<file path="src/design/pgcm_pkg.sv">
// Package for the pixel grey and color mask block.
// Holds pixel struct types, register indexes, mode codes and fixed-point constants.
// No dependencies.
package pgcm_pkg;

  // Input item: one pixel of up to four channels
  typedef struct packed {
    logic [7:0] chan_red;
    logic [7:0] chan_green;
    logic [7:0] chan_blue;
    logic [7:0] chan_alpha;
    logic       last_pixel;
  } in_pixel_t;

  // Result item: processed pixel plus error flag
  typedef struct packed {
    logic [7:0] out_red;
    logic [7:0] out_green;
    logic [7:0] out_blue;
    logic [7:0] out_alpha;
    logic       out_last;
    logic       too_few_channels;
  } out_pixel_t;

  // Configuration register file contents
  typedef struct packed {
    logic [1:0]  mode;
    logic [2:0]  channel_count;
    logic [11:0] gain_red;
    logic [11:0] gain_green;
    logic [11:0] gain_blue;
  } cfg_regs_t;

  localparam int CfgIdxW  = 3;
  localparam int CfgDataW = 12;

  // Register indexes
  localparam logic [CfgIdxW-1:0] REG_MODE       = 3'd0;
  localparam logic [CfgIdxW-1:0] REG_CHAN_COUNT = 3'd1;
  localparam logic [CfgIdxW-1:0] REG_GAIN_RED   = 3'd2;
  localparam logic [CfgIdxW-1:0] REG_GAIN_GREEN = 3'd3;
  localparam logic [CfgIdxW-1:0] REG_GAIN_BLUE  = 3'd4;

  // Mode codes (code 3 passes the pixel through)
  localparam logic [1:0] MODE_AVG  = 2'd0;
  localparam logic [1:0] MODE_LUMA = 2'd1;
  localparam logic [1:0] MODE_MASK = 2'd2;

  // Reset values
  localparam logic [2:0]  CHAN_COUNT_RST = 3'd3;
  localparam logic [11:0] GAIN_UNITY     = 12'd256;
  localparam logic [2:0]  MIN_CHANNELS   = 3'd3;

  // BT.709 luma weights in Q0.16, summing to exactly 65536
  localparam logic [15:0] LUMA_COEF_R = 16'd13933;
  localparam logic [15:0] LUMA_COEF_G = 16'd46871;
  localparam logic [15:0] LUMA_COEF_B = 16'd4732;

  // Divide by three: floor(s/3) == (s * 683) >> 11 for every s up to 765
  localparam logic [9:0] DIV3_RECIP = 10'd683;
  localparam int         DIV3_SHIFT = 11;

endpackage

</file>
<file path="src/design/pixel_grey_and_color_mask.sv">
// Top level of the pixel grey and color mask block: input register, datapath, result register.
// Depends on pgcm_pkg, pgcm_cfg and pgcm_alu.
//
//  channel  ports                          handshake
//  input    start, busy, in_pix            taken when start && !busy
//  result   out_valid, out_pix             one-cycle strobe, always taken
//  config   cfg_we, cfg_index, cfg_data    written when cfg_we is high
//
// One item per clock; each result passes through the input register and then the
// result register. busy stays low: the datapath is a single registered pass with
// no shared unit. Reset is synchronous on rst_n and clears the valid bits and the
// configuration registers. The receiver cannot stall.
module pixel_grey_and_color_mask import pgcm_pkg::*; (
  input  logic                clk,
  input  logic                rst_n,
  input  logic                start,
  output logic                busy,
  input  in_pixel_t           in_pix,
  output logic                out_valid,
  output out_pixel_t          out_pix,
  input  logic                cfg_we,
  input  logic [CfgIdxW-1:0]  cfg_index,
  input  logic [CfgDataW-1:0] cfg_data
);

  cfg_regs_t  cfg;
  in_pixel_t  in_pix_r;
  logic       in_vld_r;
  out_pixel_t res;
  out_pixel_t out_pix_r;
  logic       out_valid_r;
  logic       accept;

  assign busy   = 1'b0;
  assign accept = start && !busy;

  pgcm_cfg u_cfg (
    .clk       (clk),
    .rst_n     (rst_n),
    .cfg_we    (cfg_we),
    .cfg_index (cfg_index),
    .cfg_data  (cfg_data),
    .cfg_o     (cfg)
  );

  // Input register
  always_ff @(posedge clk) begin
    if (!rst_n) begin
      in_vld_r <= 1'b0;
    end else begin
      in_vld_r <= accept;
    end
  end

  always_ff @(posedge clk) begin
    if (accept) begin
      in_pix_r <= in_pix;
    end
  end

  pgcm_alu u_alu (
    .pix_i (in_pix_r),
    .cfg_i (cfg),
    .pix_o (res)
  );

  // Result register
  always_ff @(posedge clk) begin
    if (!rst_n) begin
      out_valid_r <= 1'b0;
    end else begin
      out_valid_r <= in_vld_r;
    end
  end

  always_ff @(posedge clk) begin
    if (in_vld_r) begin
      out_pix_r <= res;
    end
  end

  assign out_valid = out_valid_r;
  assign out_pix   = out_pix_r;

  // Every taken item gives a result strobe
  a_latency: assert property (@(posedge clk) disable iff (!rst_n)
    accept |=> ##1 out_valid)
    else $error("result strobe missing two cycles after an item");

  // A result strobe always comes from a taken item
  a_no_phantom: assert property (@(posedge clk) disable iff (!rst_n)
    out_valid |-> $past(accept, 2))
    else $error("result strobe without an item");

  // Alpha and end marker travel untouched
  a_alpha_pass: assert property (@(posedge clk) disable iff (!rst_n)
    out_valid |-> (out_pix.out_alpha == $past(in_pix.chan_alpha, 2))
                  && (out_pix.out_last == $past(in_pix.last_pixel, 2)))
    else $error("alpha or end marker altered");

  // Channel count error leaves the color channels as they came in
  a_err_pass: assert property (@(posedge clk) disable iff (!rst_n)
    (out_valid && out_pix.too_few_channels) |->
      (out_pix.out_red == $past(in_pix.chan_red, 2))
      && (out_pix.out_green == $past(in_pix.chan_green, 2))
      && (out_pix.out_blue == $past(in_pix.chan_blue, 2)))
    else $error("pixel changed despite channel count error");

  // Grey modes write one value to all three channels
  a_grey_equal: assert property (@(posedge clk) disable iff (!rst_n)
    (out_valid && !out_pix.too_few_channels
      && (cfg.mode == MODE_AVG || cfg.mode == MODE_LUMA)) |->
      (out_pix.out_red == out_pix.out_green) && (out_pix.out_green == out_pix.out_blue))
    else $error("grey result differs between channels");

endmodule

</file>
<file path="src/design/pgcm_cfg.sv">
// Configuration register file for the pixel grey and color mask block.
// Depends on pgcm_pkg for the register struct, indexes and reset values.
module pgcm_cfg import pgcm_pkg::*; (
  input  logic                clk,
  input  logic                rst_n,
  input  logic                cfg_we,
  input  logic [CfgIdxW-1:0]  cfg_index,
  input  logic [CfgDataW-1:0] cfg_data,
  output cfg_regs_t           cfg_o
);

  cfg_regs_t regs_r;
  cfg_regs_t regs_nxt;

  // Decode the write; indexes past the list are dropped
  always_comb begin
    regs_nxt = regs_r;
    if (cfg_we) begin
      unique case (cfg_index)
        REG_MODE:       regs_nxt.mode          = cfg_data[1:0];
        REG_CHAN_COUNT: regs_nxt.channel_count = cfg_data[2:0];
        REG_GAIN_RED:   regs_nxt.gain_red      = cfg_data;
        REG_GAIN_GREEN: regs_nxt.gain_green    = cfg_data;
        REG_GAIN_BLUE:  regs_nxt.gain_blue     = cfg_data;
        default:        regs_nxt = regs_r;
      endcase
    end
  end

  always_ff @(posedge clk) begin
    if (!rst_n) begin
      regs_r.mode          <= MODE_AVG;
      regs_r.channel_count <= CHAN_COUNT_RST;
      regs_r.gain_red      <= GAIN_UNITY;
      regs_r.gain_green    <= GAIN_UNITY;
      regs_r.gain_blue     <= GAIN_UNITY;
    end else begin
      regs_r <= regs_nxt;
    end
  end

  assign cfg_o = regs_r;

endmodule

</file>
<file path="src/design/pgcm_alu.sv">
// Pixel datapath: average grey, BT.709 luma grey, per-channel gain mask or pass-through.
// Pure combinational; depends on pgcm_pkg for types, mode codes and constants.
module pgcm_alu import pgcm_pkg::*; (
  input  in_pixel_t  pix_i,
  input  cfg_regs_t  cfg_i,
  output out_pixel_t pix_o
);

  logic [9:0]  sum_rgb;
  logic [19:0] avg_prod;
  logic [7:0]  avg_grey;
  logic [23:0] luma_acc;
  logic [7:0]  luma_grey;
  logic [19:0] prod_r, prod_g, prod_b;
  logic [7:0]  mask_r, mask_g, mask_b;
  logic        err;

  // Average: sum then divide by three through the reciprocal
  assign sum_rgb  = {2'b0, pix_i.chan_red} + {2'b0, pix_i.chan_green}
                  + {2'b0, pix_i.chan_blue};
  assign avg_prod = {10'b0, sum_rgb} * {10'b0, DIV3_RECIP};
  assign avg_grey = avg_prod[DIV3_SHIFT +: 8];

  // Luma: constant weights, sum never exceeds 255 << 16
  assign luma_acc = {8'b0, pix_i.chan_red}   * {8'b0, LUMA_COEF_R}
                  + {8'b0, pix_i.chan_green} * {8'b0, LUMA_COEF_G}
                  + {8'b0, pix_i.chan_blue}  * {8'b0, LUMA_COEF_B};
  assign luma_grey = luma_acc[23:16];

  // Gain mask: Q4.8 product, drop fraction, clamp at 255
  assign prod_r = {12'b0, pix_i.chan_red}   * {8'b0, cfg_i.gain_red};
  assign prod_g = {12'b0, pix_i.chan_green} * {8'b0, cfg_i.gain_green};
  assign prod_b = {12'b0, pix_i.chan_blue}  * {8'b0, cfg_i.gain_blue};
  assign mask_r = (prod_r[19:16] != 4'd0) ? 8'hFF : prod_r[15:8];
  assign mask_g = (prod_g[19:16] != 4'd0) ? 8'hFF : prod_g[15:8];
  assign mask_b = (prod_b[19:16] != 4'd0) ? 8'hFF : prod_b[15:8];

  assign err = (cfg_i.channel_count < MIN_CHANNELS);

  // Select by mode; channel count error forces pass-through
  always_comb begin
    pix_o.out_red          = pix_i.chan_red;
    pix_o.out_green        = pix_i.chan_green;
    pix_o.out_blue         = pix_i.chan_blue;
    pix_o.out_alpha        = pix_i.chan_alpha;
    pix_o.out_last         = pix_i.last_pixel;
    pix_o.too_few_channels = err;
    if (!err) begin
      unique case (cfg_i.mode)
        MODE_AVG: begin
          pix_o.out_red   = avg_grey;
          pix_o.out_green = avg_grey;
          pix_o.out_blue  = avg_grey;
        end
        MODE_LUMA: begin
          pix_o.out_red   = luma_grey;
          pix_o.out_green = luma_grey;
          pix_o.out_blue  = luma_grey;
        end
        MODE_MASK: begin
          pix_o.out_red   = mask_r;
          pix_o.out_green = mask_g;
          pix_o.out_blue  = mask_b;
        end
        default: begin
          pix_o.out_red   = pix_i.chan_red;
          pix_o.out_green = pix_i.chan_green;
          pix_o.out_blue  = pix_i.chan_blue;
        end
      endcase
    end
  end

endmodule

</file>
<file path="config.mk">
export PLATFORM = sky130hd
export DESIGN_NAME = pixel_grey_and_color_mask
export DESIGN_NICKNAME = d
export VERILOG_FILES = /design/src/design/pgcm_pkg.sv /design/src/design/pixel_grey_and_color_mask.sv /design/src/design/pgcm_cfg.sv /design/src/design/pgcm_alu.sv
export SDC_FILE = /design/constraint.sdc
export NUM_CORES = 1
export LEC_CHECK = 0
export BUFFER_PORTS_ARGS = -buffer_cell sky130_fd_sc_hd__buf_2
export CORE_ASPECT_RATIO = 0.6
export CORE_MARGIN = 3
export CORE_UTILIZATION = 30
export CTS_CLUSTER_SIZE = 20
export DETAILED_ROUTE_END_ITERATION = 16
export MAX_ROUTING_LAYER = met4
export PLACE_DENSITY = 0.41
export RECOVER_POWER = 100
export SYNTH_ARGS = -nofsm -noshare
export SYNTH_HDL_FRONTEND = slang
export SYNTH_SLANG_ARGS = --single-unit
</file>
<file path="constraint.sdc">
create_clock -name clk -period 11.1 [get_ports clk]
set_clock_uncertainty 0.05 [all_clocks]
set_input_delay 1.665 -clock clk [delete_from_list [all_inputs] [get_ports clk]]
set_output_delay 1.665 -clock clk [all_outputs]
set_load 0.02 [all_outputs]
</file>
==> results of run 1 <==
[routing by layer]
layer	share of wire	wire, µm
met5	0	0
met4	0.0073	448
met3	0.056	3470
met2	0.39	23800
met1	0.55	33700
[synthesized netlist by cell type, types with 3 or more instances]
cell type,n,area share
sky130_fd_sc_hd__a21oi_1,60,0.015
sky130_fd_sc_hd__o21bai_1,9,0.0033
sky130_fd_sc_hd__fa_1,338,0.33
sky130_fd_sc_hd__edfxtp_1,67,0.098
sky130_fd_sc_hd__nand4_1,7,0.0021
sky130_fd_sc_hd__or2_2,3,0.00091
sky130_fd_sc_hd__xnor2_1,45,0.019
sky130_fd_sc_hd__a22oi_1,19,0.0069
sky130_fd_sc_hd__and3_1,7,0.0021
sky130_fd_sc_hd__nor3_1,14,0.0034
sky130_fd_sc_hd__mux2i_1,6,0.0029
sky130_fd_sc_hd__a41oi_2,3,0.0024
sky130_fd_sc_hd__a221oi_2,3,0.0022
sky130_fd_sc_hd__and2_1,154,0.047
sky130_fd_sc_hd__ha_1,324,0.20
sky130_fd_sc_hd__clkbuf_1,63,0.012
sky130_fd_sc_hd__nor2b_1,12,0.0037
sky130_fd_sc_hd__nand2_1,229,0.042
sky130_fd_sc_hd__a21boi_0,34,0.012
sky130_fd_sc_hd__nand3_1,18,0.0044
sky130_fd_sc_hd__inv_1,425,0.078
sky130_fd_sc_hd__o21a_1,8,0.0029
sky130_fd_sc_hd__xor2_1,24,0.010
sky130_fd_sc_hd__or3_1,3,0.00091
sky130_fd_sc_hd__nor2_1,57,0.010
sky130_fd_sc_hd__nand2b_1,4,0.0012
sky130_fd_sc_hd__dfxtp_1,43,0.042
sky130_fd_sc_hd__o21ai_1,10,0.0024
sky130_fd_sc_hd__o31ai_1,10,0.0037
sky130_fd_sc_hd__a21o_1,24,0.0088
sky130_fd_sc_hd__a31oi_1,4,0.0012
sky130_fd_sc_hd__o21ai_0,27,0.0066
[per-stage QoR]
step / std cells / utilization / instance area, µm² / hold slack [ns] / worst slack, ns
3_3_place_gp: 3054 / 0.329 / 22100 / 0.352 / 1.87
4_1_cts: 3070 / 0.334 / 22400 / 0.375 / 1.82
5_1_grt: 3071 / 0.332 / 22300 / 0.379 / 1.20
2_1_floorplan: 2108 / - / 20600 / 0.350 / 3.22
3_5_place_dp: 3054 / 0.329 / 22100 / 0.356 / 1.86
6_report: 3071 / 0.332 / 22300 / 0.373 / 1.77
[cell usage in the layout (no fill, tap or decap), types with 8 or more instances in the layout]
cell type / n
sky130_fd_sc_hd__inv_1: 425
sky130_fd_sc_hd__fa_1: 338
sky130_fd_sc_hd__ha_1: 324
sky130_fd_sc_hd__nand2_1: 229
sky130_fd_sc_hd__and2_1: 152
sky130_fd_sc_hd__edfxtp_1: 67
sky130_fd_sc_hd__a21oi_1: 60
sky130_fd_sc_hd__nor2_1: 57
sky130_fd_sc_hd__xnor2_1: 45
sky130_fd_sc_hd__buf_2: 45
sky130_fd_sc_hd__clkbuf_1: 44
sky130_fd_sc_hd__dfxtp_1: 42
sky130_fd_sc_hd__a21boi_0: 34
sky130_fd_sc_hd__o21ai_0: 27
sky130_fd_sc_hd__a21o_1: 24
sky130_fd_sc_hd__xor2_1: 24
sky130_fd_sc_hd__buf_4: 23
sky130_fd_sc_hd__a22oi_1: 19
sky130_fd_sc_hd__nand3_1: 18
sky130_fd_sc_hd__nor3_1: 15
sky130_fd_sc_hd__nor2b_1: 12
sky130_fd_sc_hd__o31ai_1: 11
sky130_fd_sc_hd__o21ai_1: 10
sky130_fd_sc_hd__o21bai_1: 9
sky130_fd_sc_hd__clkbuf_16: 9
sky130_fd_sc_hd__o21a_1: 8
[sequential cells by signal, summed over array words and instances, names as in the netlist]
| register | count |
|---|---|
| in_pix_r | 33 |
| out_pix | 34 |
| out_valid | 1 |
| in_vld_r | 1 |
| u_cfg.cfg_o | 41 |
[worst max-delay path by stage]
stage,depth (start not counted),slack (ns),startpoint,to
2_1_floorplan,32,3.22,in_pix_r[11]$_DFFE_PP_,out_pix[25]$_DFFE_PP_
3_3_place_gp,26,1.87,in_pix_r[15]$_DFFE_PP_,out_pix[14]$_DFFE_PP_
3_5_place_dp,27,1.86,in_pix_r[15]$_DFFE_PP_,out_pix[14]$_DFFE_PP_
4_1_cts,27,1.82,in_pix_r[15]$_DFFE_PP_,out_pix[14]$_DFFE_PP_
5_1_grt,32,1.20,in_pix_r[11]$_DFFE_PP_,out_pix[17]$_DFFE_PP_
6_report,27,1.77,in_pix_r[15]$_DFFE_PP_,out_pix[25]$_DFFE_PP_
[area by class of cell]
class	instances	area (µm²)
repair buffers	112	563
diodes	1	2.50
flip-flops and latches	110	2870
clock inverters	7	93.8
fillers	6977	44800
multi-input cells	1507	15800
clock buffers	9	225
well taps	900	1130
inverters	425	1600
[kinds of logic (layout without fill, tap and decap cells)]
family	after synthesis	count (layout)	synth area share
adder cells (fa/ha/maj)	662	662	0.526
AND/OR/NAND/NOR	522	522	0.124
buffers and inverters	491	553	0.0900
AO/OA/AOI/OAI	246	246	0.0868
flip-flops	110	110	0.140
XOR/XNOR	69	69	0.0294
multiplexers	7	7	0.00359
other	1	2	0.000182
[critical path: cells and delay by family, from the launching register on]
kind	cells	cell delay, ns
and+or+nand+nor	3	0.28
adders and majority gates	10	4.53
DFF	1	0.93
xor gates and xnor gates	1	0.11
buffers and inverters	4	0.45
AOI/OAI and AO/OA	9	2.73
==> out/summary.md, run 1 <==
## Outcome
* **outcome** complete, but fails checks
* **violations in the final reports** max-capacitance violations, max-slew violations

## Clocking
* **clock tree root buffer cell** sky130_fd_sc_hd__clkbuf_16
* **clock latency reported for the late side of the worst-skew pair** 0.41 ns
* **Post CTS Setup Buffer Count** 0
* **post-CTS sizing** 0
* **total number of H-tree levels** 3
* **total of hold buffers inserted after clock tree synthesis** 0
* **Clock Pin Slew Worst Setup and Hold Paths** 0.10 ns
* **number of buffers added by the clock tree synthesis step** 9
* **TritonCTS clock tree** yes
* **Sinks on Clock Net** 110
* **clk buf depth** 2

## Setup path
* **data required time at the worst endpoint** 11.19 ns
* **kind of start point of the critical path** register
* **cell with the biggest individual delay on the critical path** sky130_fd_sc_hd__edfxtp_1
* **terminus of the critical flop-to-flop path** out_pix[25]$_DFFE_PP_
* **slowest stage delay, CP** 0.93 ns
* **critical path class** register to register
* **R2R depth** 27
* **Max Fanout on Critical Path** 19
* **cell with the most instances on the worst path** sky130_fd_sc_hd__fa_1
* **critical path arrival** 9.42 ns
* **crit path capture type** register
* **R2R Setup Slk** 1.77 ns
* **startpoint of the worst-slack reg-to-reg timing path** in_pix_r[15]$_DFFE_PP_

## Floorplan
* **horizontal extent of the die** 344 µm
* **num rows** 73
* **overall die area** 71800 µm²
* **core area** 67000 µm²
* **Boundary Pins** 88
* **initial core utilization** 0.307
* **Die H** 209 µm

## Detailed routing
* **first-pass iteration count of the detailed router** 6
* **# DRC** 0
* **detailed-route wire length** 61400 µm
* **number of routed nets with antenna violations** 0
* **vias per cell** 4.64
* **violation count after the first detailed-routing iteration** 978
* **average wire per cell in the routed design** 20.0 µm
* **via count** 14200

## Global routing
* **met3 GRT Util** 0.0367
* **maximum number of pins on one net before global-route repair** 44
* **global-route wire length before repair** 95600 µm
* **global routing met2 resource utilization** 0.240
* **remaining global-route overflow** 0
* **GR peak layer** met1
* **gr usage total** 0.183
* **vias in the first global route** 15000
* **antenna violations before repair** 4
* **met1 capacity usage during global routing** 0.293

## STA
* **share of the cycle needed by the critical path after routing** 0.841
* **worst-case headroom to the max-slew limit** -0.900
* **unrepaired setup endpoints after global routing** false
* **Fin. Hold Viols** 0
* **max-slew violations** 71
* **final setup violating endpoints** 0
* **Least-Margin Pin Slew** 2.85 ns
* **post-layout min period** 9.33 ns
* **Achievable Freq** 107 MHz
* **total negative slack for setup checks** 0 ns

## Worst hold path
* **min-delay worst type** register to register
* **WHS Path Cells** 0
* **Hold Path End** out_pix[8]$_DFFE_PP_
* **Hold Crit Start** in_pix_r[7]$_DFFE_PP_

## Cells and area
* **area added between synthesis and finish** 8.36%
* **share of post-route cells with drive strength above 1** 0.0498
* **number of nets in the final layout** 2879

## Synthesis
* **average footprint of a synthesized cell** 9.75 µm²
* **proportion of synthesized chip area in sequential cells** 0.140
* **number of nets produced by synthesis** 2822
* **cell area after technology mapping** 20600 µm²
* **flip-flop and latch count after synthesis** 110
* **Post-Synthesis Cells** 2108
* **count of distinct cell types in the synthesized netlist** 75
* **prevailing post-synth register cell** sky130_fd_sc_hd__edfxtp_1
* **number of enable-type register cells in the synthesized netlist** 67
* **number of warnings reported in the yosys synthesis log** 0
* **asr flop ratio synth** 0

## Placed design
* **Port Buffers** 86
* **RD Place Congestion** 0.847
* **placed wire-length estimate** 51100 µm

## Flow run
* **Max-cap violations** 2

Power of run 1 is not shown: default switching activity piles up to over one toggle a cycle in this logic, so the estimate is an artifact.
==> inputs of run 2 (changes only) <==
ABC_AREA = 1   (was not set)
PLACE_DENSITY = 0.42   (was 0.41)
clock period = 8.31 ns   (was 11.1 ns; I/O delays follow)
==> out/summary.md, run 2 <==
## STA
* **total negative slack for setup checks** 0 ns
* **Fin. Hold Viols** 0
* **unrepaired setup endpoints after global routing** false
* **share of the cycle needed by the critical path after routing** 0.944
* **post-layout min period** 7.84 ns
* **smallest hold slack** 0.368 ns
* **final setup violating endpoints** 0
* **worst-case headroom to the max-slew limit** -0.646
* **Least-Margin Pin Slew** 2.47 ns
* **Achievable Freq** 127 MHz
* **max-slew violations** 115
* **worst path setup slack after routing** 0.465 ns

## Worst hold path
* **WHS Path Cells** 0
* **Hold Crit Start** in_pix_r[8]$_DFFE_PP_
* **min-delay worst type** register to register
* **Hold Path End** out_pix[9]$_DFFE_PP_

## Synthesis
* **top-count cell post-synth** sky130_fd_sc_hd__inv_1
* **average footprint of a synthesized cell** 8.02 µm²
* **cells taking the most area after synthesis** sky130_fd_sc_hd__fa_1, sky130_fd_sc_hd__ha_1, sky130_fd_sc_hd__inv_1
* **Post-Synthesis Cells** 2786
* **prevailing post-synth register cell** sky130_fd_sc_hd__edfxtp_1
* **asr flop ratio synth** 0
* **cell area after technology mapping** 22400 µm²
* **number of warnings reported in the yosys synthesis log** 0
* **fraction of post-synthesis cell area in the top cell type by area** 0.303
* **flip-flop and latch count after synthesis** 110
* **proportion of synthesized chip area in sequential cells** 0.128
* **synth cell count leaders** sky130_fd_sc_hd__inv_1, sky130_fd_sc_hd__nand2_1, sky130_fd_sc_hd__fa_1
* **library cell occupying the most area in the post-synthesis netlist** sky130_fd_sc_hd__fa_1
* **number of enable-type register cells in the synthesized netlist** 67
* **number of nets produced by synthesis** 3500
* **count of distinct cell types in the synthesized netlist** 46

## Cells and area
* **commonest cells after routing, fill and taps aside** sky130_fd_sc_hd__inv_1, sky130_fd_sc_hd__nand2_1, sky130_fd_sc_hd__fa_1, sky130_fd_sc_hd__ha_1, sky130_fd_sc_hd__nor2_1
* **final core utilization** 0.334
* **filler cell count** 7768
* **flip-flop count of the largest register after layout** 41
* **area added between synthesis and finish** 8.66%
* **most frequent standard cell in the layout excluding fill and tap cells** sky130_fd_sc_hd__inv_1
* **number of nets in the final layout** 3557
* **share of post-route cells with drive strength above 1** 0.0485

## Clocking
* **TritonCTS clock tree** yes
* **clock tree root buffer cell** sky130_fd_sc_hd__clkbuf_16
* **total of hold buffers inserted after clock tree synthesis** 0
* **Clock Pin Slew Worst Setup and Hold Paths** 0.08 ns
* **Sinks on Clock Net** 110
* **clock latency reported for the late side of the worst-skew pair** 0.39 ns
* **clk buf depth** 2
* **number of buffers added by the clock tree synthesis step** 9
* **total number of H-tree levels** 3

## Global routing
* **gr usage total** 0.204
* **vias in the first global route** 18300
* **remaining global-route overflow** 0
* **maximum number of pins on one net before global-route repair** 44
* **global-route wire length before repair** 115000 µm
* **antenna violations before repair** 8

## Detailed routing
* **via count** 17700
* **vias per cell** 4.64
* **first-pass iteration count of the detailed router** 6
* **detailed-route wire length** 75100 µm
* **number of routed nets with antenna violations** 0
* **violation count after the first detailed-routing iteration** 1426
* **average wire per cell in the routed design** 19.6 µm
* **# DRC** 0

## Setup path
* **R2R depth** 33
* **terminus of the critical flop-to-flop path** out_pix[31]$_DFFE_PP_
* **critical path arrival** 8.03 ns
* **startpoint of the worst-slack reg-to-reg timing path** in_pix_r[27]$_DFFE_PP_
* **slowest stage delay, CP** 0.57 ns
* **R2R Setup Slk** 0.47 ns
* **data required time at the worst endpoint** 8.49 ns
* **crit path capture type** register
* **critical path class** register to register
* **kind of start point of the critical path** register
* **cell with the biggest individual delay on the critical path** sky130_fd_sc_hd__o21ai_0
* **Max Fanout on Critical Path** 5

## Flow run
* **Max-cap violations** 3

## Placed design
* **worst setup slack before clock tree synthesis** 0.354 ns
* **Port Buffers** 86
* **RD Place Congestion** 0.933
* **placed wire-length estimate** 64700 µm

## Floorplan
* **core area** 72700 µm²
* **Boundary Pins** 88
* **num rows** 76
* **horizontal extent of the die** 358 µm
* **initial core utilization** 0.307
* **overall die area** 77900 µm²
* **Die H** 217 µm

## Outcome
* **outcome** complete, but fails checks
* **violations in the final reports** max-capacitance violations, max-slew violations

-- run 2: area by class of cell --
cell class | count | area (µm²) | share of cell area
tap | 975 | 1220 | 0.0502
sequential | 110 | 2870 | 0.118
timing repair buffer | 122 | 639 | 0.0263
multi-input combinational | 1914 | 16600 | 0.684
antenna | 2 | 5.00 | 0.000206
inverter | 686 | 2570 | 0.106
clock inverter | 4 | 66.3 | 0.00273
clock buffer | 12 | 289 | 0.0119
-- run 2: logic make-up after synthesis --
kind of cell / count (synthesis) / share of synthesized area
AOI/OAI and AO/OA: 267 / 0.0650
xor gates and xnor gates: 52 / 0.0204
adders and majority gates: 662 / 0.484
buffers and inverters: 762 / 0.129
DFF: 110 / 0.128
other: 1 / 0.000168
and+or+nand+nor: 932 / 0.173
-- run 2: critical path, delay by kind of cell, from the launching register on --
family,cells,cell delay (ns)
compound gates,10,2.17
xor+xnor,2,0.50
fa+ha+maj,8,3.09
buf+inv,4,0.49
flops,1,0.51
simple gates,9,0.84
-- run 2: layer usage --
metal | global-route usage | share of wire | vias up
met4 | 0.0246 | 0.011 | 0
met5 | - | 0 | -
met1 | 0.322 | 0.54 | 8587
li1 | - | - | 8563
met3 | 0.0599 | 0.096 | 56
met2 | 0.255 | 0.36 | 526
-- run 2: per-stage QoR --
| step | instance area [µm²] | cells |
|---|---|---|
| finish | 24300 | 3825 |
| global route | 24300 | 3824 |
| CTS | 24300 | 3822 |
| detailed placement | 24000 | 3806 |
| global placement | 24000 | 3806 |
| floorplan | 22400 | 2786 |
-- run 2: worst max-delay path by stage --
| stage | slack, ns | depth (start not counted) | to | start |
|---|---|---|---|---|
| finish | 0.47 | 33 | out_pix[31]$_DFFE_PP_ | in_pix_r[27]$_DFFE_PP_ |
| global route | 0.02 | 27 | out_pix[10]$_DFFE_PP_ | in_pix_r[14]$_DFFE_PP_ |
| CTS | 0.36 | 33 | out_pix[14]$_DFFE_PP_ | in_pix_r[17]$_DFFE_PP_ |
| detailed placement | 0.35 | 33 | out_pix[14]$_DFFE_PP_ | in_pix_r[17]$_DFFE_PP_ |
| global placement | 0.45 | 32 | out_pix[26]$_DFFE_PP_ | in_pix_r[17]$_DFFE_PP_ |
| floorplan | 0.65 | 35 | out_pix[24]$_DFFE_PP_ | in_pix_r[14]$_DFFE_PP_ |
-- run 2: what timing repair did --
action	CTS	global route
hold endpoints to repair	0	0
buffers inserted	0	1
gates resized for setup	0	9
endpoints found under the setup margin	0	20
Power of run 2 is left out for the same reason.
